`config.mk`:
```
export PLATFORM = sky130hd
export DESIGN_NAME = mws_queue
export DESIGN_NICKNAME = d
export VERILOG_FILES = /design/src/rtl/core/mws_queue.sv
export SDC_FILE = /design/constraint.sdc
export NUM_CORES = 1
export LEC_CHECK = 0
export ABC_AREA = 1
export BUFFER_PORTS_ARGS = -buffer_cell sky130_fd_sc_hd__buf_2
export CORE_MARGIN = 5
export CORE_UTILIZATION = 55
export DETAILED_ROUTE_END_ITERATION = 7
export GPL_TIMING_DRIVEN = 0
export PLACE_DENSITY = 0.76
export SLEW_MARGIN = 0
export SYNTH_ARGS = -nofsm -noshare
export SYNTH_HDL_FRONTEND = slang
export SYNTH_SLANG_ARGS = --single-unit
```
`constraint.sdc`:
```
create_clock -name clk -period 3.2 [get_ports clk]
set_clock_uncertainty 0.2 [all_clocks]
set_input_delay 0.64 -clock clk [delete_from_list [all_inputs] [get_ports clk]]
set_output_delay 0.64 -clock clk [all_outputs]
set_load 0.01 [all_outputs]
```
`src/rtl/core/mws_queue.sv`:
```
// ----------------------------------------------------------------------------
// mws_queue: short FIFO between front and back
// Register-based queue; push and pop may happen in the same cycle.
// ----------------------------------------------------------------------------
module mws_queue #(
	parameter int WIDTH = 64,
	parameter int DEPTH = 4,
	localparam int AW = (DEPTH > 1) ? $clog2(DEPTH) : 1
) (
	input  logic             clk,
	input  logic             arst_n,
	input  logic             push,
	input  logic [WIDTH-1:0] push_data,
	output logic             full,
	input  logic             pop,
	output logic [WIDTH-1:0] pop_data,
	output logic             empty
);

	logic [WIDTH-1:0] mem_q [DEPTH];
	logic [AW-1:0]    wr_ptr_q;
	logic [AW-1:0]    rd_ptr_q;
	logic [AW:0]      count_q;

	assign full     = (int'(count_q) == DEPTH);
	assign empty    = (count_q == '0);
	assign pop_data = mem_q[rd_ptr_q];

	always_ff @(posedge clk) begin
		if (push) begin
			mem_q[wr_ptr_q] <= push_data;
		end
	end

	always_ff @(posedge clk or negedge arst_n) begin
		if (!arst_n) begin
			wr_ptr_q <= '0;
			rd_ptr_q <= '0;
			count_q  <= '0;
		end else begin
			if (push) begin
				wr_ptr_q <= (int'(wr_ptr_q) == DEPTH - 1) ? '0 : wr_ptr_q + 1'b1;
			end
			if (pop) begin
				rd_ptr_q <= (int'(rd_ptr_q) == DEPTH - 1) ? '0 : rd_ptr_q + 1'b1;
			end
			if (push && !pop) begin
				count_q <= count_q + 1'b1;
			end else if (pop && !push) begin
				count_q <= count_q - 1'b1;
			end
		end
	end

endmodule

```
==> results.py <==
metrics = {
    "global_route": {
        "grt_overflow": 0,
        "grt_pass1_vias": 6454,
        "antenna_found_initial": 1,
        "grt_max_degree": 65,
        "grt_pass1_wl_microns": 33900,
        "grt_use_total": 0.195,
    },
    "hold_path": {
        "holdCritPathClass": "in2reg",
    },
    "synth": {
        "synth_top_family_by_area": "compound AO/OA/AOI/OAI gates",
        "synth_fa_ha_area_frac": 0.00897,
        "syn_area_per_cell_sq_um": 13.3,
        "syn_area_sq_mm": 0.0106,
        "yosys.area_share.simple": 0.0760,
        "synth_flop_cell": "edfxtp_1",
        "synth.area.mux_share": 0,
        "yosysUniqueCellTypes": 18,
        "yosysTopAreaCellShare": 0.725,
        "netlist_instances": 799,
        "synth_area_leaders": "edfxtp_1 (73%), o211ai_1 (9.1%), nand2_1 (7.3%)",
        "yosysWarnings": 0,
        "ys_seq_area_frac": 0.742,
        "async_flop_share": 0.0266,
        "yosysTopAreaCell": "edfxtp_1",
        "synth_commonest_cells": "edfxtp_1 (256), nand2_1 (207), inv_1 (140), o211ai_1 (128), buf_2 (16)",
        "synthXorXnorAreaFrac": 0.000826,
        "synth_edf_count": 256,
        "ys_ff_latch": 263,
        "yosysMostFrequentCell": "edfxtp_1",
        "synth_compound_area_frac": 0.0925,
        "synth_nets": 874,
    },
    "sta": {
        "rsz0062_at_grt": "false",
        "post-route-period-util": 0.861,
        "finalCriticalPeriod_ps": 2760,
        "tightest_slew_ps": 934,
        "fin_ws_ps": 444,
        "slew_headroom": 0.377,
        "slew_viol_final": 0,
        "timing.fmax_mhz": 363,
        "finalSetupViolations": 0,
        "hold_violations": 0,
    },
    "detailed_routing": {
        "wl_met3_microns": 1430,
        "routed_wl_microns": 21600,
        "wl_per_cell_microns": 17.3,
        "dr.pass1.iters": 5,
        "drtAntennaViolNets": 0,
        "drc_errors": 0,
        "vias": 6426,
        "vias_per_cell": 5.17,
        "first_iter_violations": 341,
        "wl_met2_microns": 10900,
        "wl_met1_microns": 8790,
        "top_layer": "met5",
    },
    "worst_setup_path": {
        "critical_path.top_delay_family": "buffers and inverters",
        "timing.rr.end": "mem_q[2][30]$_DFFE_PP_",
        "critical_path.max_fanout": 10,
        "slowest_delay_ps": 390,
        "crit_cells": 6,
        "startpoint": "rd_ptr_q[1]$_DFFE_PN0P_",
        "start_kind": "flip-flop",
        "path_cells": "inv_1 > buf_2 > buf_2 > o211ai_1 > nand2_1 > buf_2",
        "worstSetupPathType": "reg2out",
        "cpMostUsedCell": "buf_2",
        "cpMaxStageDelayCell": "dfrtp_1",
        "worstSetupEndpointType": "primary output",
        "r2r_slack_ps": 1130,
        "path_buf_inv": 4,
        "arrival_ps": 1920,
        "crit_end": "pop_data[24]",
        "reg2reg_from": "wr_ptr_q[0]$_DFFE_PN0P_",
        "required_ps": 2360,
        "r2r_cells": 4,
    },
    "place": {
        "dp_slack_ps": 966,
        "gp_congestion": 0.725,
        "numPortBuffers": 133,
        "place_area_sq_mm": 0.0117,
        "placed_cells": 1195,
        "place_hpwl_microns": 13200,
    },
    "die": {
        "ios": 134,
        "die_h_microns": 149,
        "initial_utilization": 0.563,
        "die_w_microns": 149,
        "die_area_sq_mm": 0.0222,
        "core-area_sq_mm": 0.0188,
        "rows": 50,
    },
    "power": {
        "p_switching_w": 0.00367,
        "power.total_w": 0.0112,
        "power.leakage_nw": 5.17,
        "swShare": 0.328,
        "power.internal_w": 0.00751,
        "peakVddDrop_uv": 598,
        "combPwrFrac": 0.326,
        "powerDensity_mw_per_mm2": 892,
        "power_frac_clock": 0.266,
        "p_seq_frac": 0.408,
    },
    "run_status": {
        "status": "finished clean",
    },
    "layout": {
        "layout-drive-gt1-share": 0.221,
        "fin_util": 0.666,
        "layout.cells.non_filler": 1243,
        "stdcell_area_sq_mm": 0.0125,
        "layout.nets": 1039,
        "syn_to_final_growth_pct": 18.2,
        "n_antenna_cell": 0,
    },
    "clock_tree": {
        "clock-sinks": 263,
        "cts_resized": 0,
        "htree_levels": 1,
        "numCtsBuffers": 26,
        "clkTransAtPathRegs_ps": 60,
        "clk_path_buf_depth": 3,
        "clk-insertion-delay-late_ps": 510,
        "cts_tree": "built",
        "root_buffer": "clkbuf_16",
    },
    "job": {
        "cap_violations": 0,
    },
}
==> logic make-up (layout without fill, tap and decap cells) <==
kind of cell,after synthesis,in the layout
adder cells (fa/ha/maj),7,7
buffers and inverters,183,367
AND/OR/NAND/NOR,213,213
XOR/XNOR,1,1
flip-flops,263,263
AO/OA/AOI/OAI,132,132
==> power groups by stage <==
stage	logic [W]	registers, W	clock network [W]
after floorplan	0.00224	0.00462	0
after global placement	0.00356	0.00467	0
after detailed placement	0.00370	0.00463	0
after CTS	0.00372	0.00456	0.00302
after global routing	0.00404	0.00460	0.00318
final	0.00365	0.00456	0.00297
==> stage by stage <==
step,hold WS [ps],TNS [ps]
finish,132,0
global route,114,0
CTS,108,0
detailed placement,290,0
global placement,283,-118010
floorplan,144,0
==> repair_timing <==
| action | 4_1_cts | 5_1_grt |
|---|---|---|
| hold buffers | 1 | 0 |
| hold endpoints to repair | 7 | 0 |
| setup buffers | 0 | 0 |
==> cell type report <==
cell class	instances	area (sq um)
inverter	141	539
tap	260	325
timing repair buffer	137	751
fill	1296	6290
clock inverter	5	76.3
multi-input combinational	353	1890
buffer	42	320
sequential	263	7860
clock buffer	42	772
==> per-layer routing <==
| layer | track usage | vias up |
|---|---|---|
| li1 | - | 3119 |
| met1 | 0.264 | 3077 |
| met2 | 0.334 | 197 |
| met3 | 0.0325 | 31 |
| met4 | 0.0458 | 2 |
| met5 | 0 | - |
==> cells in the final DEF, fill, tap and decap left out, types with 4 or more instances in the layout <==
| cell | count |
|---|---|
| buf_2 | 149 |
| dfrtp_1 | 7 |
| buf_4 | 12 |
| clkbuf_8 | 4 |
| clkbuf_16 | 27 |
| clkbuf_1 | 12 |
| buf_6 | 13 |
| ha_1 | 6 |
| o21ai_0 | 4 |
| inv_4 | 4 |
| inv_1 | 136 |
| nand2_1 | 207 |
| edfxtp_1 | 256 |
| o211ai_1 | 128 |
==> flip-flops by register name, summed over array words and instances, names as in the netlist <==
name and flops:
wr_ptr_q 2, count_q 3, rd_ptr_q 2, mem_q 256
==> how the worst min path moves through the flow <==
stage / start / end / cells after the start / slack [ps]
after detailed placement: arst_n / count_q[2]$_DFFE_PN0P_ / 1 / 290
final: push_data[52] / mem_q[3][52]$_DFFE_PP_ / 1 / 130
after CTS: push_data[12] / mem_q[2][12]$_DFFE_PP_ / 1 / 110
after global placement: count_q[2]$_DFFE_PN0P_ / count_q[2]$_DFFE_PN0P_ / 2 / 280
after floorplan: arst_n / count_q[0]$_DFFE_PN0P_ / 0 / 140
after global routing: push_data[6] / mem_q[0][6]$_DFFE_PP_ / 1 / 110
(Power assumes the default switching activity.)
