[src/rtl/core/mws_pkg.sv]
// ----------------------------------------------------------------------------
// mws_pkg: shared types and constants for the window-sum block
// Register indexes, register widths and reset values, and the flags that
// travel from the front part to the back part with every cell.
// ----------------------------------------------------------------------------
package mws_pkg;

	// register map
	localparam int CFG_IDX_W = 2;
	localparam int CFG_W     = 11;

	typedef enum logic [CFG_IDX_W-1:0] {
		REG_GRID_ROWS = 2'd0,
		REG_GRID_COLS = 2'd1,
		REG_WIN_ROWS  = 2'd2,
		REG_WIN_COLS  = 2'd3
	} mws_reg_t;

	localparam int GRID_ROWS_W = 11;
	localparam int GRID_COLS_W = 11;
	localparam int WIN_ROWS_W  = 7;
	localparam int WIN_COLS_W  = 11;

	localparam logic [GRID_ROWS_W-1:0] GRID_ROWS_RST = 11'd1024;
	localparam logic [GRID_COLS_W-1:0] GRID_COLS_RST = 11'd1024;
	localparam logic [WIN_ROWS_W-1:0]  WIN_ROWS_RST  = 7'd1;
	localparam logic [WIN_COLS_W-1:0]  WIN_COLS_RST  = 11'd1;

	// grid height limit and row counter width
	localparam int GRID_ROW_LIMIT = 1024;
	localparam int ROW_W          = 10;

	// result width
	localparam int SUM_W = 32;

	// per-cell classification
	typedef struct packed {
		logic fits;       // window fits in the grid
		logic first_row;  // row 0: old column sum counts as zero
		logic sub_line;   // drop the cell that leaves the column window
		logic hz_clear;   // column 0: restart the horizontal sum
		logic sub_h;      // drop the column sum that leaves the window
		logic elig;       // a full window ends at this cell
		logic last;       // last cell of the grid
	} mws_flags_t;

endpackage

[src/rtl/core/mws_front.sv]
// ----------------------------------------------------------------------------
// mws_front: configuration, raster tracking and cell classification
// Holds the size registers, walks row and column positions and the line
// store slot, and pushes each cell with its addresses and flags.
// ----------------------------------------------------------------------------
module mws_front #(
	parameter int MAX_COLS     = 1024,
	parameter int MAX_WIN_ROWS = 64,
	parameter int CELL_BITS    = 16,
	localparam int COL_W  = (MAX_COLS > 1) ? $clog2(MAX_COLS) : 1,
	localparam int SLOT_W = (MAX_WIN_ROWS > 1) ? $clog2(MAX_WIN_ROWS) : 1
) (
	input  logic                          clk,
	input  logic                          arst_n,
	input  logic                          cfg_write,
	input  logic [mws_pkg::CFG_IDX_W-1:0] cfg_index,
	input  logic [mws_pkg::CFG_W-1:0]     cfg_data,
	input  logic                          cell_valid,
	output logic                          cell_ready,
	input  logic signed [CELL_BITS-1:0]   cell_value,
	input  logic                          q_full,
	output logic                          q_push,
	output logic signed [CELL_BITS-1:0]   q_value,
	output logic [COL_W-1:0]              q_col,
	output logic [SLOT_W+COL_W-1:0]       q_line,
	output logic [COL_W-1:0]              q_sub,
	output mws_pkg::mws_flags_t           q_flags
);

	import mws_pkg::*;

	logic [GRID_ROWS_W-1:0] grid_rows_q;
	logic [GRID_COLS_W-1:0] grid_cols_q;
	logic [WIN_ROWS_W-1:0]  win_rows_q;
	logic [WIN_COLS_W-1:0]  win_cols_q;

	logic [ROW_W-1:0]  row_q;
	logic [COL_W-1:0]  col_q;
	logic [SLOT_W-1:0] slot_q;

	logic [ROW_W:0] gr_eff;
	logic [COL_W:0] gc_eff;
	logic           fits;
	logic           last_col;
	logic           last_row;
	logic           accept;

	// clamp grid sizes
	always_comb begin
		if (grid_rows_q == '0) begin
			gr_eff = (ROW_W+1)'(1);
		end else if (int'(grid_rows_q) > GRID_ROW_LIMIT) begin
			gr_eff = (ROW_W+1)'(GRID_ROW_LIMIT);
		end else begin
			gr_eff = (ROW_W+1)'(grid_rows_q);
		end
		if (grid_cols_q == '0) begin
			gc_eff = (COL_W+1)'(1);
		end else if (int'(grid_cols_q) > MAX_COLS) begin
			gc_eff = (COL_W+1)'(MAX_COLS);
		end else begin
			gc_eff = (COL_W+1)'(grid_cols_q);
		end
	end

	assign fits = (win_rows_q != '0) && (int'(win_rows_q) <= MAX_WIN_ROWS) &&
	              (int'(win_rows_q) <= int'(gr_eff)) &&
	              (win_cols_q != '0) && (int'(win_cols_q) <= int'(gc_eff));

	assign last_col = (int'(col_q) == int'(gc_eff) - 1);
	assign last_row = (int'(row_q) == int'(gr_eff) - 1);

	assign cell_ready = !q_full;
	assign accept     = cell_valid && cell_ready;
	assign q_push     = accept;

	assign q_value = cell_value;
	assign q_col   = col_q;
	assign q_line  = {slot_q, col_q};
	assign q_sub   = COL_W'(int'(col_q) - int'(win_cols_q));

	always_comb begin
		q_flags           = '0;
		q_flags.fits      = fits;
		q_flags.first_row = (row_q == '0);
		q_flags.sub_line  = (int'(row_q) >= int'(win_rows_q));
		q_flags.hz_clear  = (col_q == '0);
		q_flags.sub_h     = (int'(col_q) >= int'(win_cols_q));
		q_flags.elig      = (int'(row_q) + 1 >= int'(win_rows_q)) &&
		                    (int'(col_q) + 1 >= int'(win_cols_q));
		q_flags.last      = last_row && last_col;
	end

	always_ff @(posedge clk or negedge arst_n) begin
		if (!arst_n) begin
			grid_rows_q <= GRID_ROWS_RST;
			grid_cols_q <= GRID_COLS_RST;
			win_rows_q  <= WIN_ROWS_RST;
			win_cols_q  <= WIN_COLS_RST;
			row_q       <= '0;
			col_q       <= '0;
			slot_q      <= '0;
		end else if (cfg_write) begin
			unique case (mws_reg_t'(cfg_index))
				REG_GRID_ROWS: grid_rows_q <= cfg_data[GRID_ROWS_W-1:0];
				REG_GRID_COLS: grid_cols_q <= cfg_data[GRID_COLS_W-1:0];
				REG_WIN_ROWS:  win_rows_q  <= cfg_data[WIN_ROWS_W-1:0];
				REG_WIN_COLS:  win_cols_q  <= cfg_data[WIN_COLS_W-1:0];
				default:       grid_rows_q <= grid_rows_q;
			endcase
			// restart the grid
			row_q  <= '0;
			col_q  <= '0;
			slot_q <= '0;
		end else if (accept) begin
			if (last_row && last_col) begin
				row_q  <= '0;
				col_q  <= '0;
				slot_q <= '0;
			end else if (last_col) begin
				col_q  <= '0;
				row_q  <= row_q + 1'b1;
				slot_q <= (fits && (int'(slot_q) + 1 < int'(win_rows_q))) ?
				          slot_q + 1'b1 : '0;
			end else begin
				col_q <= col_q + 1'b1;
			end
		end
	end

endmodule

[config.mk]
export PLATFORM = sky130hd
export DESIGN_NAME = mws_front
export DESIGN_NICKNAME = d
export VERILOG_FILES = /design/src/rtl/core/mws_pkg.sv /design/src/rtl/core/mws_front.sv
export SDC_FILE = /design/constraint.sdc
export NUM_CORES = 1
export LEC_CHECK = 0
export BUFFER_PORTS_ARGS = -buffer_cell sky130_fd_sc_hd__buf_4
export CORE_MARGIN = 8
export CORE_UTILIZATION = 30
export CTS_CLUSTER_DIAMETER = 100
export DETAILED_ROUTE_END_ITERATION = 12
export SETUP_SLACK_MARGIN = 0.1
export SLEW_MARGIN = 5
export SYNTH_ARGS = -nofsm -noshare
export SYNTH_HDL_FRONTEND = slang
export SYNTH_SLANG_ARGS = --single-unit
export TNS_END_PERCENT = 10
[constraint.sdc]
create_clock -name clk -period 7.56 [get_ports clk]
set_input_delay 1.134 -clock clk [delete_from_list [all_inputs] [get_ports clk]]
set_output_delay 1.134 -clock clk [all_outputs]
set_load 0.005 [all_outputs]
==> results of run 1 <==
[layout by cell type (no fill, tap or decap), drive strengths merged, types with 4 or more instances in the layout]
| cell | instances |
|---|---|
| and2 | 4 |
| nand3b | 8 |
| a22oi | 4 |
| nor2 | 27 |
| o21ai | 27 |
| nand4 | 9 |
| ha | 66 |
| a31oi | 4 |
| o21a | 12 |
| o31ai | 8 |
| o211ai | 4 |
| mux2 | 41 |
| nand3 | 26 |
| a32o | 5 |
| nand2 | 49 |
| nor3 | 21 |
| xor2 | 13 |
| clkbuf | 10 |
| o21bai | 4 |
| inv | 39 |
| nand4b | 4 |
| a21oi | 24 |
| nand2b | 8 |
| and3 | 6 |
| dfstp | 4 |
| nor2b | 14 |
| a21o | 12 |
| or3 | 5 |
| xnor2 | 22 |
| a32oi | 7 |
| nor3b | 6 |
| dfrtp | 62 |
| a211oi | 8 |
| or4 | 8 |
| nor4 | 16 |
| buf | 63 |
[metal layers]
layer  up-vias  GRT usage
li1       2481          -
met1      2434     0.1839
met2       124     0.2268
met3        19    0.02036
met4         0    0.03458
met5         -          0
[stage by stage]
stage,instance area [sq um],setup WS [ns],instances,total power [uW]
global route,6850,2.290,964,1510
global placement,6531,3.004,948,958.9
CTS,6850,2.590,964,1427
finish,6850,2.624,964,1415
detailed placement,6531,2.962,948,964.6
floorplan,6082,3.544,679,822.5
[power by group]
group	switching (uW)	total (uW)	internal, uW
Combinational	239	465	225
Clock	167	457	290
Sequential	94.2	493	399
[sequential cells by signal, indices dropped and copies added, names as in the netlist]
name / count
grid_cols_q: 11
grid_rows_q: 11
q_col: 10
row_q: 10
slot_q: 6
win_cols_q: 11
win_rows_q: 7
[worst register-to-register path: stages (launching register included)]
cell                       delay [ns]
sky130_fd_sc_hd__dfstp_2         0.73
sky130_fd_sc_hd__inv_1           0.26
sky130_fd_sc_hd__o21ai_0         0.18
sky130_fd_sc_hd__ha_1            0.40
sky130_fd_sc_hd__or4b_2          0.62
sky130_fd_sc_hd__mux2_4          0.29
sky130_fd_sc_hd__a21oi_1         0.25
sky130_fd_sc_hd__a211oi_4        0.08
sky130_fd_sc_hd__and4b_1         0.26
sky130_fd_sc_hd__a21oi_2         0.82
sky130_fd_sc_hd__or2_2           0.24
sky130_fd_sc_hd__o21ai_0         0.06
[worst max path at each step]
stage / startpoint / to / slack [ns] / cells past startpoint
2_1_floorplan: grid_cols_q[10]$_DFFE_PN1P_ / q_flags[0] / 3.54 / 11
3_3_place_gp: grid_cols_q[10]$_DFFE_PN1P_ / q_flags[0] / 3.00 / 10
3_5_place_dp: grid_cols_q[10]$_DFFE_PN1P_ / q_flags[0] / 2.96 / 10
4_1_cts: grid_cols_q[10]$_DFFE_PN1P_ / q_flags[0] / 2.59 / 10
5_1_grt: grid_rows_q[10]$_DFFE_PN1P_ / q_flags[0] / 2.29 / 10
6_report: grid_cols_q[10]$_DFFE_PN1P_ / q_flags[0] / 2.62 / 10
[kinds of logic (layout without fill, tap and decap cells)]
kind of cell,count (synthesis),count (layout)
XOR/XNOR,35,35
AO/OA/AOI/OAI,146,146
multiplexers,42,42
adder cells (fa/ha/maj),67,67
flip-flops,66,66
buffers and inverters,102,117
AND/OR/NAND/NOR,221,221
[final cells by class]
cell class	instances	area share
Sequential cell	66	0.2418
Clock buffer	10	0.03342
Inverter	38	0.02082
Multi-Input combinational cell	511	0.5724
Clock inverter	6	0.01315
Timing Repair Buffer	63	0.06904
Tap cell	270	0.04932
[synthesized netlist by cell type (7+ instances only)]
cell type | n | area (sq um)
sky130_fd_sc_hd__a21o_1 | 12 | 90.09
sky130_fd_sc_hd__a21oi_1 | 23 | 115.1
sky130_fd_sc_hd__a32oi_1 | 7 | 61.31
sky130_fd_sc_hd__buf_4 | 27 | 202.7
sky130_fd_sc_hd__clkbuf_1 | 28 | 105.1
sky130_fd_sc_hd__dfrtp_1 | 62 | 1551
sky130_fd_sc_hd__ha_1 | 66 | 825.8
sky130_fd_sc_hd__inv_1 | 38 | 142.6
sky130_fd_sc_hd__mux2_2 | 40 | 450.4
sky130_fd_sc_hd__nand2_1 | 49 | 183.9
sky130_fd_sc_hd__nand2b_1 | 8 | 50.05
sky130_fd_sc_hd__nand3_1 | 26 | 130.1
sky130_fd_sc_hd__nand3b_1 | 8 | 60.06
sky130_fd_sc_hd__nand4_1 | 9 | 56.30
sky130_fd_sc_hd__nor2_1 | 27 | 101.4
sky130_fd_sc_hd__nor2b_1 | 14 | 87.58
sky130_fd_sc_hd__nor3_1 | 21 | 105.1
sky130_fd_sc_hd__nor4_1 | 13 | 81.33
sky130_fd_sc_hd__o21a_1 | 12 | 90.09
sky130_fd_sc_hd__o21ai_0 | 26 | 130.1
sky130_fd_sc_hd__o31ai_1 | 8 | 60.06
sky130_fd_sc_hd__or4_1 | 8 | 60.06
sky130_fd_sc_hd__xnor2_1 | 22 | 192.7
sky130_fd_sc_hd__xor2_1 | 13 | 113.9
==> impl_metrics.sql, run 1 <==
INSERT INTO impl_metrics (metric_group, metric, value, unit) VALUES
('route', 'routed_metal_1_wire_length', '7813', 'microns'),
('route', 'met3_wl', '893', 'microns'),
('job', 'maxCapViolations', '0', ''),
('clock_tree', 'cts-hold-fix-buffers', '0', ''),
('route', 'drc', '0', ''),
('clock_tree', 'cts.sinks', '66', ''),
('critical_path', 'crit_buf_inv', '2', ''),
('clock_tree', 'ctsLongestPathBuffers', '2', ''),
('status', 'run_status', 'finished clean', ''),
('sta', 'fin_worst_skew', '0.01077', 'ns'),
('clock_tree', 'numCtsBuffers', '9', ''),
('cells_and_area', 'multi_input_comb_area', '0.003921', 'sq mm'),
('yosys', 'synth_xor_area_frac', '0.05040', ''),
('clock_tree', 'cts.root.buffer_cell', 'sky130_fd_sc_hd__clkbuf_16', ''),
('hold_path', 'min_delay_path_depth', '1', ''),
('route', 'drt-vias-per-instance', '5.247', ''),
('place', 'dp.final_hpwl', '12740', 'microns'),
('sta', 'timing.max_slew.rel_slack', '0.2832', ''),
('clock_tree', 'cts.repair_timing.setup_buffer_count', '0', ''),
('critical_path', 'crit_required', '6.43', 'ns'),
('critical_path', 'critPathTopFamily', 'simple AND/OR/NAND/NOR gates', ''),
('hold_path', 'hold-path-endpoint', 'win_rows_q[5]$_DFFE_PN0P_', ''),
('floorplan', 'floorplan.core_area', '0.02004', 'sq mm'),
('critical_path', 'timing.rr.end', 'slot_q[0]$_DFFE_PN0P_', ''),
('sta', 'finalHoldViolCount', '0', ''),
('critical_path', 'worst-path-max-fanout', '20', ''),
('yosys', 'mapped_cell_area', '0.006082', 'sq mm'),
('sta', 'timing.setup.tns', '0', 'ns'),
('pwr', 'leakagePower', '0.003067', 'uW'),
('yosys', 'combinational_family_with_the_most_area_after_synthesis', 'simple AND/OR/NAND/NOR gates', ''),
('critical_path', 'worst_setup_path_end_kind', 'output pin', ''),
('yosys', 'yosysWarningCount', '0', ''),
('yosys', 'synthesized_instance_count', '679', ''),
('sta', 'rsz_0062_raised_after_global_routing', 'no', ''),
('critical_path', 'r2r_slack', '3.24', 'ns'),
('grt', 'number_of_antenna_violations_at_the_first_check_in_global_routing', '0', ''),
('clock_tree', 'clk_pin_slew_worst_paths', '0.06', 'ns'),
('route', 'drt.antenna.violating_nets', '0', ''),
('grt', 'global_route.usage.total', '0.1372', ''),
('critical_path', 'cpMaxStageDelayCell', 'sky130_fd_sc_hd__dfstp_2', ''),
('floorplan', 'die_area', '0.02509', 'sq mm'),
('grt', 'wire_length_of_the_first_global_routing_pass', '26990', 'microns'),
('sta', 'fin_crit_sh', '0.6529', ''),
('floorplan', 'fp.dieH', '158.4', 'microns'),
('hold_path', 'hold_path.startpoint', 'win_rows_q[5]$_DFFE_PN0P_', ''),
('cells_and_area', 'final_net_count', '790', ''),
('sta', 'finalSetupViolCount', '0', ''),
('route', 'detailroute.via_count', '5058', ''),
('grt', 'grt.overflow.total', '0', ''),
('place', 'routability_congestion_estimate', '0.8813', ''),
('pwr', 'power_density', '206.6', 'mW/mm^2'),
('floorplan', 'top_level_ports', '95', ''),
('critical_path', 'max_stage_delay_on_crit_path', '0.73', 'ns'),
('cells_and_area', 'p_r_area_growth_vs_syn', '12.63', '%'),
('critical_path', 'timing.rr.start', 'grid_cols_q[10]$_DFFE_PN1P_', ''),
('grt', 'number_of_global_route_vias_before_repair', '4881', ''),
('pwr', 'vdd_ir_drop_max', '0.09436', 'mV'),
('yosys', 'yosys_register_bits', '66', ''),
('sta', 'report.final.slew_viol_count', '0', ''),
('yosys', 'synth-edff-count', '0', ''),
('cells_and_area', 'nFillCells', '2081', ''),
('cells_and_area', 'final_core_util', '0.3418', ''),
('yosys', 'synthFlopType', 'sky130_fd_sc_hd__dfrtp_1', ''),
('yosys', 'synth_async_sr_flop_share', '1.000', ''),
('route', 'topRoutingLayerUsed', 'met4', ''),
('sta', 'final_period_minus_worst_setup_slack', '4.936', 'ns'),
('yosys', 'synth_nets', '780', ''),
('sta', 'hold_ws', '0.5616', 'ns'),
('clock_tree', 'clk_latency', '0.34', 'ns'),
('hold_path', 'timing.hold.worst.class', 'flip-flop to flip-flop', ''),
('route', 'total_routed_length', '16840', 'microns');
(Power assumes the default switching activity.)
==> run 2, diff against run 1 <==
clock period = 4.15 ns   (was 7.56 ns; I/O delays follow)
==> run 2 against run 1 <==
Cell count grew 1.6%. Hold slack lost 0.18 ns. Sequential share of layout area shrank 0.34 points. Sequential power grew 77%. First-iteration DRC count grew 5.0%. Die area is the same. Flip-flop and latch count is the same. Final area grew 2.2%. Clock skew grew 0.0023 ns. Largest power group is now combinational cells. Highest routed layer unchanged.
==> impl_metrics.sql, run 2 (synthesis results as in run 1) <==
INSERT INTO impl_metrics (metric_group, metric, value, unit) VALUES
('grt', 'met3_layer_usage_reported_by_global_route', '0.01982', ''),
('sta', 'fin_worst_skew', '0.01306', 'ns'),
('cells_and_area', 'final_common_cell', 'sky130_fd_sc_hd__buf_4', ''),
('sta', 'finalHoldViolCount', '0', ''),
('grt', 'grt_start_max_net_pins', '67', ''),
('place', 'dp.final_hpwl', '13250', 'microns'),
('cells_and_area', 'layout_common_cells', '78 x sky130_fd_sc_hd__buf_4, 65 x sky130_fd_sc_hd__ha_1, 55 x sky130_fd_sc_hd__dfrtp_1', ''),
('clock_tree', 'cts.root.buffer_cell', 'sky130_fd_sc_hd__clkbuf_16', ''),
('pwr', 'power.internal', '1645', 'uW'),
('sta', 'timing.setup.tns', '0', 'ns'),
('pwr', 'clkPwrFrac', '0.302', ''),
('cells_and_area', 'fraction_of_final_layout_cells_with_drive_strength_greater_than_1', '0.2341', ''),
('critical_path', 'path_class', 'flip-flop to output pin', ''),
('critical_path', 'timing.critical_path.cells', 'nor3_1 -> a32oi_2 -> ha_2 -> nor4b_2 -> o21ai_0 -> a211o_1 -> a211oi_1 -> nand4_1 -> nor2_2 -> buf_4', ''),
('sta', 'worst_pin_slew', '0.8953', 'ns'),
('clock_tree', 'clk_latency', '0.34', 'ns'),
('critical_path', 'setup.worst_path.start_class', 'flip-flop', ''),
('hold_path', 'timing.hold.worst.class', 'primary input to async pin', ''),
('route', 'avgRoutedWirePerCell', '17.69', 'microns'),
('grt', 'global_route.usage.total', '0.1424', ''),
('place', 'port_buffers', '62', ''),
('cells_and_area', 'final_net_count', '805', ''),
('route', 'drt.antenna.violating_nets', '0', ''),
('sta', 'report.final.slew_viol_count', '0', ''),
('critical_path', 'r2r_slack', '0.52', 'ns'),
('clock_tree', 'cts_htree_levels', '3', ''),
('floorplan', 'die-width', '158.4', 'microns'),
('grt', 'wire_length_of_the_first_global_routing_pass', '28070', 'microns'),
('cells_and_area', 'finalInstanceArea', '0.006999', 'sq mm'),
('clock_tree', 'cts_tree', 'built', ''),
('pwr', 'comb_power_share', '0.361', ''),
('sta', 'timing.max_slew.rel_slack', '0.4031', ''),
('critical_path', 'worst_setup_path_end_kind', 'output pin', ''),
('floorplan', 'top_level_ports', '95', ''),
('sta', 'finalSetupViolCount', '0', ''),
('grt', 'grt.overflow.total', '0', ''),
('grt', 'number_of_global_route_vias_before_repair', '5093', ''),
('cells_and_area', 'p_r_area_growth_vs_syn', '15.08', '%'),
('job', 'maxCapViolations', '0', ''),
('route', 'drt-initial-drc-count', '358', ''),
('sta', 'rsz_0062_raised_after_global_routing', 'yes', ''),
('floorplan', 'initial_core_util', '0.3035', ''),
('pwr', 'vdd_ir_drop_max', '0.1894', 'mV'),
('pwr', 'leakagePower', '0.003131', 'uW'),
('grt', 'globalRouteMet1Util', '0.1906', ''),
('clock_tree', 'cts.sinks', '66', ''),
('grt', 'grt_use_met2', '0.2296', ''),
('route', 'detailedRoute.firstPassIterationCount', '4', ''),
('route', 'detailroute.via_count', '5164', ''),
('cells_and_area', 'nFillCells', '2094', ''),
('clock_tree', 'ctsLongestPathBuffers', '2', ''),
('grt', 'number_of_antenna_violations_at_the_first_check_in_global_routing', '0', ''),
('pwr', 'pwr-share-seq', '0.337', ''),
('sta', 'fin_crit_sh', '0.9381', ''),
('floorplan', 'fp.dieH', '158.4', 'microns'),
('clock_tree', 'numCtsBuffers', '9', ''),
('cells_and_area', 'reg_top3', 'grid_cols_q: 11 flops, grid_rows_q: 11 flops, win_cols_q: 11 flops', ''),
('place', 'placed_cell_area', '0.006644', 'sq mm'),
('place', 'routability_congestion_estimate', '0.8167', ''),
('sta', 'final_period_minus_worst_setup_slack', '3.893', 'ns'),
('critical_path', 'worst-path-max-fanout', '17', ''),
('grt', 'grt-busiest-layer', 'met2', ''),
('critical_path', 'max_stage_delay_on_crit_path', '0.71', 'ns'),
('floorplan', 'floorplan.core_area', '0.02004', 'sq mm'),
('route', 'total_routed_length', '17320', 'microns'),
('pwr', 'power.net_switching', '948.5', 'uW'),
('place', 'setup_slack_at_placement', '0.3279', 'ns'),
('clock_tree', 'clk_pin_slew_worst_paths', '0.06', 'ns'),
('sta', 'hold_ws', '0.3849', 'ns'),
('cells_and_area', 'n_antenna_cell', '0', ''),
('pwr', 'power_density', '370.6', 'mW/mm^2'),
('floorplan', 'rows', '52', ''),
('critical_path', 'crit_required', '3.53', 'ns'),
('status', 'run_status', 'finished clean', ''),
('pwr', 'p_sw_frac', '0.3657', ''),
('floorplan', 'die_area', '0.02509', 'sq mm'),
('route', 'drt-vias-per-instance', '5.275', ''),
('critical_path', 'cpMaxStageDelayCell', 'sky130_fd_sc_hd__dfstp_4', ''),
('route', 'drc', '0', ''),
('sta', 'fmax', '0.2569', 'GHz'),
('sta', 'setup_ws', '0.2567', 'ns'),
('critical_path', 'worstPathArrival', '3.27', 'ns');
run 2: changes by cell type in the layout (fill, tap and decap cells not counted), sizes merged:
| cell | delta |
|---|---|
| buf | +15 |
| bufinv | -1 |
| clkbuf | -1 |
| clkinvlp | +1 |
| inv | +1 |
run 2: power groups by stage:
| stage | clock network [uW] | registers, uW | logic, uW |
|---|---|---|---|
| finish | 782 | 874 | 937 |
| CTS | 798 | 873 | 933 |
| global placement | 0 | 877 | 912 |
| floorplan | 0 | 808 | 691 |
| global route | 827 | 890 | 1060 |
| detailed placement | 0 | 881 | 924 |
run 2: timing repair:
item	CTS	global route
setup buffers	0	0
gates resized for setup	9	8
hold buffers	0	0
setup endpoints to repair	1	7
run 2: path summary, 6_finish.rpt:
kind	from	depth (start not counted)	end
min	arst_n	1	slot_q[3]$_DFFE_PN0P_
max reg2reg	grid_cols_q[8]$_DFFE_PN0P_	13	slot_q[2]$_DFFE_PN0P_
min in group clk	cfg_data[9]	2	grid_cols_q[9]$_DFFE_PN0P_
max	grid_rows_q[10]$_DFFE_PN1P_	10	q_flags[0]
min reg2reg	win_rows_q[5]$_DFFE_PN0P_	1	win_rows_q[5]$_DFFE_PN0P_
max in group asynchronous	arst_n	1	grid_cols_q[3]$_DFFE_PN0P_
run 2: metrics by stage:
step	std cells	total power, uW	utilization
finish	979	2594	0.3493
global route	979	2775	0.3493
CTS	979	2604	0.3479
detailed placement	963	1805	0.3315
global placement	963	1789	0.3315
floorplan	679	1498	-
run 2: area by class of cell:
| type | count | area, sq um | area share |
|---|---|---|---|
| inverters | 38 | 142.6 | 0.02038 |
| flip-flops and latches | 66 | 1669 | 0.2385 |
| repair buffers | 78 | 585.6 | 0.08366 |
| well taps | 270 | 337.8 | 0.04827 |
| clock inverters | 7 | 76.32 | 0.01090 |
| clock buffers | 9 | 225.2 | 0.03218 |
| multi-input cells | 511 | 3963 | 0.5661 |
run 2: worst max-delay path, delay by kind of cell, from the launching register on:
| kind | cells | cell delay (ns) |
|---|---|---|
| AO/OA/AOI/OAI | 4 | 1.09 |
| flip-flops | 1 | 0.71 |
| AND/OR/NAND/NOR | 4 | 0.70 |
| adder cells (fa/ha/maj) | 1 | 0.30 |
| buffers and inverters | 1 | 0.13 |
run 2: layer usage:
| layer | part of all wire | vias to the layer above |
|---|---|---|
| li1 | - | 2528 |
| met4 | 0.023 | 0 |
| met3 | 0.043 | 24 |
| met5 | 0 | - |
| met2 | 0.46 | 108 |
| met1 | 0.47 | 2504 |
